## config.mk

```make
export PLATFORM = sky130hd
export DESIGN_NAME = lift_load_classifier_flat
export DESIGN_NICKNAME = d
export VERILOG_FILES = /design/src/hdl/llc_pkg.sv /design/src/hdl/llc_sample_if.sv /design/src/hdl/llc_result_if.sv /design/src/hdl/lift_load_classifier.sv /design/src/hdl/llc_estimator.sv /design/src/flat_wrapper.sv
export SDC_FILE = /design/constraint.sdc
export NUM_CORES = 2
export LEC_CHECK = 0
export BUFFER_PORTS_ARGS = -buffer_cell sky130_fd_sc_hd__buf_4
export CAP_MARGIN = 5
export CELL_PAD_IN_SITES_DETAIL_PLACEMENT = 0
export CELL_PAD_IN_SITES_GLOBAL_PLACEMENT = 2
export CORE_MARGIN = 8
export CORE_UTILIZATION = 48
export CTS_CLUSTER_SIZE = 40
export DETAILED_ROUTE_END_ITERATION = 12
export GPL_TIMING_DRIVEN = 1
export HOLD_SLACK_MARGIN = 0.15
export PLACE_DENSITY = 0.89
export RECOVER_POWER = 100
export REMOVE_ABC_BUFFERS = 1
export SYNTH_ARGS = -nofsm -noshare
export SYNTH_HDL_FRONTEND = slang
export SYNTH_SLANG_ARGS = --single-unit
```

## constraint.sdc

```tcl
create_clock -name clk -period 32.2 [get_ports clk]
set_input_delay 3.22 -clock clk [delete_from_list [all_inputs] [get_ports clk]]
set_output_delay 3.22 -clock clk [all_outputs]
set_load 0.005 [all_outputs]
```

## src/hdl/llc_pkg.sv

```systemverilog
// Shared types, field widths, case and class codes and the fixed regression
// coefficients of the lift load classifier. No dependencies.

package llc_pkg;

	localparam int SAMPLE_W = 10;
	localparam int EST_W    = 17;
	localparam int CFG_W    = 17;
	localparam int ACC_W    = 30;  // holds every case sum, signed Q.16
	localparam int FRAC_DROP = 12; // Q.16 to Q.4

	localparam logic [EST_W-1:0] EST_MAX = {EST_W{1'b1}};

	typedef logic signed [ACC_W-1:0] acc_t;

	typedef enum logic [1:0] {
		REG_PALM_LEVEL   = 2'd0,
		REG_FINGER_LEVEL = 2'd1,
		REG_LIGHT_LIMIT  = 2'd2,
		REG_OVERLOAD_LIM = 2'd3
	} cfg_reg_t;

	typedef enum logic [2:0] {
		CASE_NONE         = 3'd0,
		CASE_EDGE         = 3'd1,
		CASE_PALM         = 3'd2,
		CASE_LEFT_HANDLE  = 3'd3,
		CASE_RIGHT_HANDLE = 3'd4,
		CASE_GENERAL      = 3'd5
	} lift_case_t;

	typedef enum logic [1:0] {
		LOAD_LIGHT    = 2'd0,
		LOAD_HEAVY    = 2'd1,
		LOAD_OVERLOAD = 2'd2
	} load_class_t;

	typedef struct packed {
		logic [SAMPLE_W-1:0] palm_active_level;
		logic [SAMPLE_W-1:0] finger_active_level;
		logic [EST_W-1:0]    light_limit;
		logic [EST_W-1:0]    overload_limit;
	} llc_cfg_t;

	typedef struct packed {
		logic [SAMPLE_W-1:0] left_upper;
		logic [SAMPLE_W-1:0] left_lower;
		logic [SAMPLE_W-1:0] left_tip;
		logic [SAMPLE_W-1:0] right_upper;
		logic [SAMPLE_W-1:0] right_lower;
		logic [SAMPLE_W-1:0] right_tip;
	} llc_samples_t;

	typedef struct packed {
		load_class_t      load_class;
		logic [EST_W-1:0] weight_estimate;
		lift_case_t       lift_case;
	} llc_result_t;

	// Regression coefficients, Q.16
	localparam acc_t EDGE_LT  = 30'sd2971;
	localparam acc_t EDGE_RT  = 30'sd76827;
	localparam acc_t EDGE_OFS = -30'sd192703;

	localparam acc_t PALM_LL  = 30'sd7065;
	localparam acc_t PALM_LT  = -30'sd48153;
	localparam acc_t PALM_RL  = 30'sd8103;
	localparam acc_t PALM_RT  = 30'sd385005;
	localparam acc_t PALM_OFS = -30'sd3167886;

	localparam acc_t LH_LU  = -30'sd1867;
	localparam acc_t LH_LT  = 30'sd64264;
	localparam acc_t LH_OFS = -30'sd155157;

	localparam acc_t RH_RU  = 30'sd3745;
	localparam acc_t RH_RT  = 30'sd620;
	localparam acc_t RH_OFS = 30'sd128578;

	localparam acc_t GEN_LU  = 30'sd1425;
	localparam acc_t GEN_LL  = 30'sd631;
	localparam acc_t GEN_LT  = 30'sd26253;
	localparam acc_t GEN_RU  = 30'sd228;
	localparam acc_t GEN_RL  = 30'sd6474;
	localparam acc_t GEN_RT  = 30'sd33893;
	localparam acc_t GEN_OFS = -30'sd3787;

	localparam acc_t ROUND_HALF = 30'sd2048;

endpackage

```

## src/hdl/llc_sample_if.sv

```systemverilog
// Sample channel of the lift load classifier: valid/ready plus six samples.
// Depends on llc_pkg.

interface llc_sample_if import llc_pkg::*; ();
	logic                valid;
	logic                ready;
	logic [SAMPLE_W-1:0] left_upper;
	logic [SAMPLE_W-1:0] left_lower;
	logic [SAMPLE_W-1:0] left_tip;
	logic [SAMPLE_W-1:0] right_upper;
	logic [SAMPLE_W-1:0] right_lower;
	logic [SAMPLE_W-1:0] right_tip;

	modport source (
		output valid, left_upper, left_lower, left_tip,
		output right_upper, right_lower, right_tip,
		input  ready
	);
	modport sink (
		input  valid, left_upper, left_lower, left_tip,
		input  right_upper, right_lower, right_tip,
		output ready
	);
endinterface

```

## src/hdl/llc_result_if.sv

```systemverilog
// Result channel of the lift load classifier: valid/ready plus class,
// estimate and lift case. Depends on llc_pkg.

interface llc_result_if import llc_pkg::*; ();
	logic             valid;
	logic             ready;
	logic [1:0]       load_class;
	logic [EST_W-1:0] weight_estimate;
	logic [2:0]       lift_case;

	modport source (
		output valid, load_class, weight_estimate, lift_case,
		input  ready
	);
	modport sink (
		input  valid, load_class, weight_estimate, lift_case,
		output ready
	);
endinterface

```

## src/hdl/lift_load_classifier.sv

```systemverilog
// Top level of the lift load classifier: configuration registers, input and
// result pipeline registers. Depends on llc_pkg, llc_sample_if,
// llc_result_if and llc_estimator.
//
//   channel   direction  handshake          payload
//   samples   in         valid/ready        six 10-bit pressure samples
//   results   out        valid/ready        load_class, weight_estimate, lift_case
//   cfg       in         cfg_we (no ready)  cfg_index, cfg_wdata
//
// One sample set per cycle sustained while the result channel is ready; a set
// passes from the input register through the estimator to the result register.
// Reset restores the configuration defaults and empties both stages.
// A stalled result holds in the result register while the input register
// keeps taking a new set whenever it is empty or moving forward, so a
// stall costs no throughput until both stages are full.

module lift_load_classifier import llc_pkg::*; (
	input  logic               clk,
	input  logic               arst_n,
	input  logic               cfg_we,
	input  logic [1:0]         cfg_index,
	input  logic [CFG_W-1:0]   cfg_wdata,
	llc_sample_if.sink         samples,
	llc_result_if.source       results
);

	llc_cfg_t     cfg_q;
	llc_samples_t sample_s1;
	logic         valid_s1;
	llc_result_t  result_s2;
	logic         valid_s2;
	llc_result_t  est_result;
	logic         adv_s2;
	logic         in_take;

	// Configuration write port; software must write only while the block is idle (not enforced here).
	always_ff @(posedge clk or negedge arst_n) begin
		if (!arst_n) begin
			cfg_q.palm_active_level   <= SAMPLE_W'(256);
			cfg_q.finger_active_level <= SAMPLE_W'(1023);
			cfg_q.light_limit         <= EST_W'(80);
			cfg_q.overload_limit      <= EST_W'(320);
		end else if (cfg_we) begin
			case (cfg_reg_t'(cfg_index))
				REG_PALM_LEVEL:   cfg_q.palm_active_level   <= cfg_wdata[SAMPLE_W-1:0];
				REG_FINGER_LEVEL: cfg_q.finger_active_level <= cfg_wdata[SAMPLE_W-1:0];
				REG_LIGHT_LIMIT:  cfg_q.light_limit         <= cfg_wdata[EST_W-1:0];
				REG_OVERLOAD_LIM: cfg_q.overload_limit      <= cfg_wdata[EST_W-1:0];
				default: ;
			endcase
		end
	end

	// Result stage moves when empty or when downstream takes the result;
	// input stage accepts when empty or when it moves into the result stage.
	assign adv_s2        = !valid_s2 || results.ready;
	assign samples.ready = !valid_s1 || adv_s2;
	assign in_take       = samples.valid && samples.ready;

	always_ff @(posedge clk or negedge arst_n) begin
		if (!arst_n) begin
			valid_s1 <= 1'b0;
			valid_s2 <= 1'b0;
		end else begin
			if (in_take) begin
				valid_s1 <= 1'b1;
			end else if (adv_s2) begin
				valid_s1 <= 1'b0;
			end
			if (adv_s2) begin
				valid_s2 <= valid_s1;
			end
		end
	end

	// Capture the incoming transaction.
	always_ff @(posedge clk) begin
		if (in_take) begin
			sample_s1.left_upper  <= samples.left_upper;
			sample_s1.left_lower  <= samples.left_lower;
			sample_s1.left_tip    <= samples.left_tip;
			sample_s1.right_upper <= samples.right_upper;
			sample_s1.right_lower <= samples.right_lower;
			sample_s1.right_tip   <= samples.right_tip;
		end
	end

	llc_estimator u_estimator (
		.samples (sample_s1),
		.cfg     (cfg_q),
		.result  (est_result)
	);

	// Advance the estimate into the result register; hold it while stalled.
	always_ff @(posedge clk) begin
		if (adv_s2 && valid_s1) begin
			result_s2 <= est_result;
		end
	end

	assign results.valid           = valid_s2;
	assign results.load_class      = result_s2.load_class;
	assign results.weight_estimate = result_s2.weight_estimate;
	assign results.lift_case       = result_s2.lift_case;

`ifndef ASSERT_OFF
	// No lift means no weight.
	assert property (@(posedge clk) disable iff (!arst_n)
		valid_s2 && result_s2.lift_case == CASE_NONE |-> result_s2.weight_estimate == '0)
		else $error("lift case none with nonzero estimate");

	// Class must agree with the configured limits.
	assert property (@(posedge clk) disable iff (!arst_n)
		valid_s2 && result_s2.weight_estimate < cfg_q.light_limit
		|-> result_s2.load_class == LOAD_LIGHT)
		else $error("estimate below light limit not classed light");

	assert property (@(posedge clk) disable iff (!arst_n)
		valid_s2 && result_s2.weight_estimate >= cfg_q.light_limit
		&& result_s2.weight_estimate >= cfg_q.overload_limit
		|-> result_s2.load_class == LOAD_OVERLOAD)
		else $error("estimate at both limits not classed overload");

	// An accepted transaction always occupies the input stage next cycle.
	assert property (@(posedge clk) disable iff (!arst_n)
		in_take |=> valid_s1)
		else $error("accepted transaction lost from input stage");
`endif

endmodule

```

## src/hdl/llc_estimator.sv

```systemverilog
// Combinational datapath: sensor activity, lift case, per-case regression,
// clamp and saturation, load classification. Depends on llc_pkg.

module llc_estimator import llc_pkg::*; (
	input  llc_samples_t samples,
	input  llc_cfg_t     cfg,
	output llc_result_t  result
);

	acc_t lu, ll, lt, ru, rl, rt;
	logic a_lu, a_ll, a_lt, a_ru, a_rl, a_rt;
	logic left, right, up, low, fin;
	acc_t sum_edge, sum_palm, sum_lh, sum_rh, sum_gen;
	acc_t acc, rounded;
	logic [ACC_W-FRAC_DROP-1:0] shifted;
	logic [EST_W-1:0] est;
	lift_case_t kind;

	assign lu = ACC_W'(samples.left_upper);
	assign ll = ACC_W'(samples.left_lower);
	assign lt = ACC_W'(samples.left_tip);
	assign ru = ACC_W'(samples.right_upper);
	assign rl = ACC_W'(samples.right_lower);
	assign rt = ACC_W'(samples.right_tip);

	assign a_lu = samples.left_upper  >= cfg.palm_active_level;
	assign a_ll = samples.left_lower  >= cfg.palm_active_level;
	assign a_lt = samples.left_tip    >= cfg.finger_active_level;
	assign a_ru = samples.right_upper >= cfg.palm_active_level;
	assign a_rl = samples.right_lower >= cfg.palm_active_level;
	assign a_rt = samples.right_tip   >= cfg.finger_active_level;

	assign left  = a_lu | a_ll | a_lt;
	assign right = a_ru | a_rl | a_rt;
	assign up    = a_lu | a_ru;
	assign low   = a_ll | a_rl;
	assign fin   = a_lt | a_rt;

	// constant products only: shift-add trees
	assign sum_edge = lt * EDGE_LT + rt * EDGE_RT + EDGE_OFS;
	assign sum_palm = ll * PALM_LL + lt * PALM_LT + rl * PALM_RL + rt * PALM_RT + PALM_OFS;
	assign sum_lh   = lu * LH_LU + lt * LH_LT + LH_OFS;
	assign sum_rh   = ru * RH_RU + rt * RH_RT + RH_OFS;
	assign sum_gen  = lu * GEN_LU + ll * GEN_LL + lt * GEN_LT
	                + ru * GEN_RU + rl * GEN_RL + rt * GEN_RT + GEN_OFS;

	// first match wins
	always_comb begin
		if (left && right && !up && !low && fin) begin
			kind = CASE_EDGE;
			acc  = sum_edge;
		end else if (left && right && !up && low && fin) begin
			kind = CASE_PALM;
			acc  = sum_palm;
		end else if (left && !right && a_lu && !a_ll && a_lt) begin
			kind = CASE_LEFT_HANDLE;
			acc  = sum_lh;
		end else if (!left && right && a_ru && !a_rl && a_rt) begin
			kind = CASE_RIGHT_HANDLE;
			acc  = sum_rh;
		end else if (!left && !right) begin
			kind = CASE_NONE;
			acc  = '0;
		end else begin
			kind = CASE_GENERAL;
			acc  = sum_gen;
		end
	end

	// Q.16 to UQ13.4: clamp negatives, round half up, saturate
	assign rounded = acc + ROUND_HALF;
	assign shifted = rounded[ACC_W-1:FRAC_DROP];

	always_comb begin
		if (acc < 0) begin
			est = '0;
		end else if (shifted > (ACC_W-FRAC_DROP)'(EST_MAX)) begin
			est = EST_MAX;
		end else begin
			est = shifted[EST_W-1:0];
		end
	end

	always_comb begin
		result.lift_case       = kind;
		result.weight_estimate = est;
		if (est < cfg.light_limit) begin
			result.load_class = LOAD_LIGHT;
		end else if (est < cfg.overload_limit) begin
			result.load_class = LOAD_HEAVY;
		end else begin
			result.load_class = LOAD_OVERLOAD;
		end
	end

endmodule
```

## src/flat_wrapper.sv

```systemverilog
// flat-port wrapper written by rule: the top's interface ports become plain ports
module lift_load_classifier_flat import llc_pkg::*;
  (clk, arst_n, cfg_we, cfg_index, cfg_wdata, samples_valid, samples_left_upper, samples_left_lower, samples_left_tip, samples_right_upper, samples_right_lower, samples_right_tip, samples_ready, results_valid, results_load_class, results_weight_estimate, results_lift_case, results_ready);
  llc_sample_if samples_i ();
  llc_result_if results_i ();
  input  logic clk;
  input  logic arst_n;
  input  logic cfg_we;
  input  logic [1:0] cfg_index;
  input  logic [CFG_W-1:0] cfg_wdata;
  input wire logic [$bits(samples_i.valid)-1:0] samples_valid;
  input wire logic [$bits(samples_i.left_upper)-1:0] samples_left_upper;
  input wire logic [$bits(samples_i.left_lower)-1:0] samples_left_lower;
  input wire logic [$bits(samples_i.left_tip)-1:0] samples_left_tip;
  input wire logic [$bits(samples_i.right_upper)-1:0] samples_right_upper;
  input wire logic [$bits(samples_i.right_lower)-1:0] samples_right_lower;
  input wire logic [$bits(samples_i.right_tip)-1:0] samples_right_tip;
  output wire logic [$bits(samples_i.ready)-1:0] samples_ready;
  output wire logic [$bits(results_i.valid)-1:0] results_valid;
  output wire logic [$bits(results_i.load_class)-1:0] results_load_class;
  output wire logic [$bits(results_i.weight_estimate)-1:0] results_weight_estimate;
  output wire logic [$bits(results_i.lift_case)-1:0] results_lift_case;
  input wire logic [$bits(results_i.ready)-1:0] results_ready;
  assign samples_i.valid = samples_valid;
  assign samples_i.left_upper = samples_left_upper;
  assign samples_i.left_lower = samples_left_lower;
  assign samples_i.left_tip = samples_left_tip;
  assign samples_i.right_upper = samples_right_upper;
  assign samples_i.right_lower = samples_right_lower;
  assign samples_i.right_tip = samples_right_tip;
  assign samples_ready = samples_i.ready;
  assign results_valid = results_i.valid;
  assign results_load_class = results_i.load_class;
  assign results_weight_estimate = results_i.weight_estimate;
  assign results_lift_case = results_i.lift_case;
  assign results_i.ready = results_ready;
  lift_load_classifier u_core (.clk(clk), .arst_n(arst_n), .cfg_we(cfg_we), .cfg_index(cfg_index), .cfg_wdata(cfg_wdata), .samples(samples_i), .results(results_i));
endmodule
```

### Yosys cells after proc, flatten, opt, wreduce, memory -nomap -nowiden

Index checks and enable logic that the tools add are counted.
Widths: inputs -> output; s select.

| storage, ports and cells | value |
|---|---|
| flip-flop bits (word level) | 138 |
| input port bits | 84 |
| output and inout port bits | 24 |
| word-level logic and storage cells | 117 |

| cells by class | value |
|---|---|
| add/subtract/negate cells | 17 |
| multipliers | 16 |
| $lt $le $gt $ge | 10 |
| equal/unequal tests | 3 |
| muxes and demuxes | 14 |
| bitwise logic cells | 7 |
| reduce and logical (&&, ||, !) cells | 34 |

Operators by type and width:

| operator | count |
|---|---|
| $mux 30 | 5 |
| $mul 10x13->23 const B | 3 |
| $mul 10x12->22 const B | 3 |
| $add 30x13->30 const B | 2 |
| $ge 10x10->1 | 6 |
| $lt 17x17->1 | 2 |
| $mux 17 | 2 |
| $add 29x19->30 const B | 1 |
| $add 29x24->30 | 1 |
| $add 30x23->30 const B | 1 |
| $add 30x30->30 | 1 |
| $lt 30x1->1 const B | 1 |
| $add 24x28->29 | 1 |
| $add 28x19->29 const B | 1 |
| $add 28x26->29 | 1 |
| $mul 10x19->29 const B | 1 |
| $add 22x27->28 | 1 |
| $add 23x27->28 | 1 |
| $add 27x23->28 | 1 |
| $mul 11x17->28 const B | 1 |
| $add 26x18->27 | 1 |
| $mul 10x17->27 const B | 1 |
| $add 22x25->26 | 1 |
| $mul 10x16->26 const B | 1 |
| 23 further kinds | 61 |

### Depth between registers and ports, before layout

| logic depth | value |
|---|---|
| depth in word-level cells | 18 |
| gate-level depth with buffers | 63 |
| mapped depth without buffers | 63 |

### Cells and area by module

Synthesis repeated with hierarchy kept, for this count alone.

| second synthesis, totals | value |
|---|---|
| cells, all modules | 5099 |
| area, all modules | 50811.2 um2 |

Modules (own cells, without submodules):

| module | times used | cells each | area an instance (um2) | sequential area each (um2) |
|---|---|---|---|---|
| llc_estimator | 1 | 4893 | 46191.8 | 0.0 |
| lift_load_classifier | 1 | 206 | 4619.4 | 3882.5 |

### Worst setup path before layout

Ideal clock, no wire load.

| timing | value |
|---|---|
| path type | register to register |
| start point | register u_core.sample_s1[17] in the netlist's numbering |
| end point | register u_core.result_s2, in the netlist u_core.results.load_class[1], data pin |
| setup time | 0.255 ns |
| arrival time | 13.209 ns |
| required time | 31.945 ns |
| path slack | 18.736 ns |
| cell stages (with the launch flop) | 56 |
| path buffers | 2 |
| period minus slack after synthesis | 13.464 ns |
| cell sequence | edfxtp_1 -> ha_1 -> fa_1 -> fa_1 -> inv_1 -> fa_1 -> inv_1 -> fa_1 -> ha_1 -> a21oi_1 -> xnor2_1 -> ha_1 -> inv_1 -> fa_1 -> inv_1 -> ha_1 -> fa_1 -> inv_1 -> [20 not listed] -> nand4_4 -> a21oi_1 -> ha_1 -> a21o_1 -> a21o_1 -> a21o_1 -> a21oi_1 -> nor2b_1 -> o21ai_0 -> nand2b_1 -> a21oi_1 -> o21ai_0 -> a21o_1 -> a21oi_1 -> nand2_1 -> nand2_1 -> nand3_1 -> and3_1 |

RTL lines:

| item | RTL line | RTL |
|---|---|---|
| start, declared | lift_load_classifier.sv:28 | `llc_samples_t sample_s1;` |
| end signal, assigned | lift_load_classifier.sv:97 | `result_s2 <= est_result;` |
| end, declared | lift_load_classifier.sv:30 | `llc_result_t result_s2;` |

==> results.md <==
* Worst path required time at 32.45 ns
* Sequential area share after synthesis at 7.731%
* Detailed Place HPWL at 138.0 mm
* Die Y at 339.5 µm
* # Max-Cap Violations at 4
* Worst slew margin relative to its limit at -151.8%
* GP Congestion at 0.9827
* Total wire length at 159.0 mm
* Cell mode on critical path: fa_1
* CP arrival at 16.82 ns
* RSZ-0062 raised after global routing: no
* Slew @ Worst Pin at 3.777 ns
* Number of enable flip-flop cells after synthesis at 82
* Largest area contributor in the netlist: fa_1
* Layout cell share with drive strength beyond 1 at 5.170%
* Core area at 103,600 µm²
* Critical Path End Type: register
* Final Cycle Share at 51.43%
* Initial Utilization at 48.45%
* Critical Path Slowest Stage Cell: edfxtp_1
* Reg2reg path depth at 54
* Area Growth Syn to Fin at 6.408%
* Maximum level of the CTS H-tree at 4
* Post-Syn Instances at 5,007
* Async SR Flop Fraction at 40.58%
* Placed Area at 52,990 µm²
* CTS buffer count at 17
* Worst setup SP type: register
* Failing checks: capacitance limit, slew limit
* Die Area at 115,200 µm²
* Dominant cells by area after synthesis: fa_1, ha_1, inv_1
* Synth unique cells at 90
* Vias at 35,480
* R2r endpoint: u_core.results.load_class[1]
* # nets final at 7,186
* Flops & latches, synth at 138
* Post-CTS setup buffer count at 0
* Hold slack at 0.4987 ns
* Status: finished, violations left
* CTS root buffer: clkbuf_16
* Initial antenna violation count at 3
* I/O Buffers at 107
* Via/cell ratio at 5.420
* Critical Path End: u_core.results.load_class[1]
* Crit path kind: reg2reg
* Hold Fails Final Rpt at 0
* # DRC at 0
* CTS tree: yes
* Largest net degree at the start of global routing at 57
* Clock Skew at 0.03132 ns
* CTS max path bufs at 2
* Mean Syn Cell Area at 10.03 µm²
* Primary FF master, synth: edfxtp_1
* Pins Over Slew Limit at 125
* GR Util All Layers at 27.95%
* Synth warn at 0
* # IOs at 108
* Hold buffer count at CTS at 0
* Worst flop-to-flop path startpoint: u_core.sample_s1[21]
* # clock sinks at 138
* Die X at 339.5 µm
* Initial DRC count at 2,301
* Fmax at 60.38 MHz
* DR WL/cell at 24.29 µm
* # resized after CTS at 0
* Post-layout instance area at 53,440 µm²
* Total Neg Setup Slack at 0 ns
* Crit path from: u_core.sample_s1[21]
* Syn Std Cell Area at 50,220 µm²
* Final setup fails at 0
* Row cnt at 118
* CP max FO at 18
* Worst min-delay path category: reg2reg
* Clock period minus worst slack at 16.56 ns
* Grt total ovfl at 0
* Antenna-violating nets left at 0
* Synth top area share at 35.48%
* Register clock-pin slew on the reported worst setup and hold paths at 0.08 ns
* Reg2reg setup slack at 15.64 ns
* Worst skew pair latency at 0.52 ns
* DR pass1 iterations at 7
* Vias in the first global route at 37,570
* Slowest stage delay, CP at 0.87 ns
* # fillers at 9,726
* First-pass GRT wire length at 240.9 mm
-- flip-flops by register name, indices dropped and copies added, names as in the netlist --
name and flops:
u_core.cfg_q 54, u_core.results.lift_case 3, u_core.results.load_class 2, u_core.results.valid 1
u_core.results.weight_estimate 17, u_core.sample_s1 60, u_core.valid_s1 1
-- routing by layer --
metal	vias up	wire (µm)	track usage, %
met5	-	63	0
li1	16340	-	-
met4	4	6842	9.857
met2	1019	72730	44.93
met1	17850	70140	38.47
met3	267	9232	4.141
-- cell type report --
type	count	area (µm²)	area share, %
multi-input cells	3429	40850	76.44
inverters	1409	5289	9.897
flip-flops and latches	138	3882	7.266
well taps	1380	1727	3.231
repair buffers	156	1089	2.037
clock buffers	17	425.4	0.7961
clock inverters	15	172.7	0.3231
diodes	1	2.502	0.004683
-- critical path: cells and delay by family (launching register included) --
family / cells / cell delay, ns
fa+ha+maj: 14 / 5.96
flops: 1 / 0.87
buf+inv: 6 / 0.51
simple gates: 15 / 4.97
xor+xnor: 2 / 0.39
compound gates: 17 / 3.58
-- synth_stat cells (15+ instances only) --
| cell type | number |
|---|---|
| ha_1 | 1061 |
| dfrtp_1 | 41 |
| xor2_1 | 83 |
| o21bai_1 | 39 |
| and2_1 | 22 |
| and3_1 | 19 |
| o211ai_1 | 23 |
| fa_1 | 890 |
| nor2b_1 | 29 |
| nand3_1 | 45 |
| edfxtp_1 | 82 |
| clkbuf_1 | 23 |
| a21o_1 | 57 |
| nand2_1 | 95 |
| o21ai_0 | 111 |
| a31oi_1 | 20 |
| nand4_1 | 19 |
| mux2_2 | 45 |
| nor3_1 | 49 |
| dfstp_2 | 15 |
| nand2b_1 | 43 |
| inv_1 | 1409 |
| nor2_1 | 127 |
| a211oi_1 | 26 |
| or3_1 | 24 |
| a21oi_1 | 177 |
| or2_2 | 17 |
| xnor2_1 | 140 |
| o21a_1 | 40 |
-- logic make-up (layout without fill, tap and decap cells) --
logic type / Yosys count / after routing / synth area share (%)
other: 0 / 1 / 0
adders and majority gates: 1951 / 1951 / 61.91
xor gates and xnor gates: 224 / 224 / 3.922
and+or+nand+nor: 552 / 552 / 5.838
DFF: 138 / 138 / 7.731
AOI/OAI and AO/OA: 652 / 652 / 8.673
muxes: 50 / 50 / 1.109
buffers and inverters: 1440 / 1597 / 10.81
-- worst min-delay path by stage --
stage / depth (start not counted) / to / startpoint / slack, ns
floorplan: 1 / u_core.results.valid / u_core.valid_s1 / 0.45
global placement: 1 / u_core.results.valid / u_core.valid_s1 / 0.47
detailed placement: 1 / u_core.results.valid / u_core.valid_s1 / 0.49
CTS: 1 / u_core.results.valid / u_core.valid_s1 / 0.50
global route: 1 / u_core.results.valid / u_core.valid_s1 / 0.52
finish: 1 / u_core.results.valid / u_core.valid_s1 / 0.50
-- cell usage in the layout, fill, tap and decap left out, types with 21 or more instances in the layout --
master and count:
a211oi_1 27, a21o_1 57, a21oi_1 177, buf_4 64, clkbuf_1 21, clkbuf_4 70, dfrtp_1 41, edfxtp_1 82
fa_1 890, ha_1 1061, inv_1 1409, mux2_2 45, nand2_1 95, nand2b_1 43, nand3_1 45, nor2_1 127
nor2b_1 29, nor3_1 50, o211ai_1 23, o21a_1 40, o21ai_0 112, o21bai_1 39, or3_1 24, xnor2_1 140
xor2_1 83
-- metrics by stage --
stage	util [%]	setup slack [ns]	instances
after floorplan	-	18.65	4976
after global routing	51.55	14.57	6544
final	51.56	15.64	6545
after detailed placement	51.12	17.18	6512
after CTS	51.70	17.08	6544
after global placement	51.12	17.39	6512
Power is not shown: default switching activity piles up to over one toggle a cycle in this logic, so the estimate is an artifact.
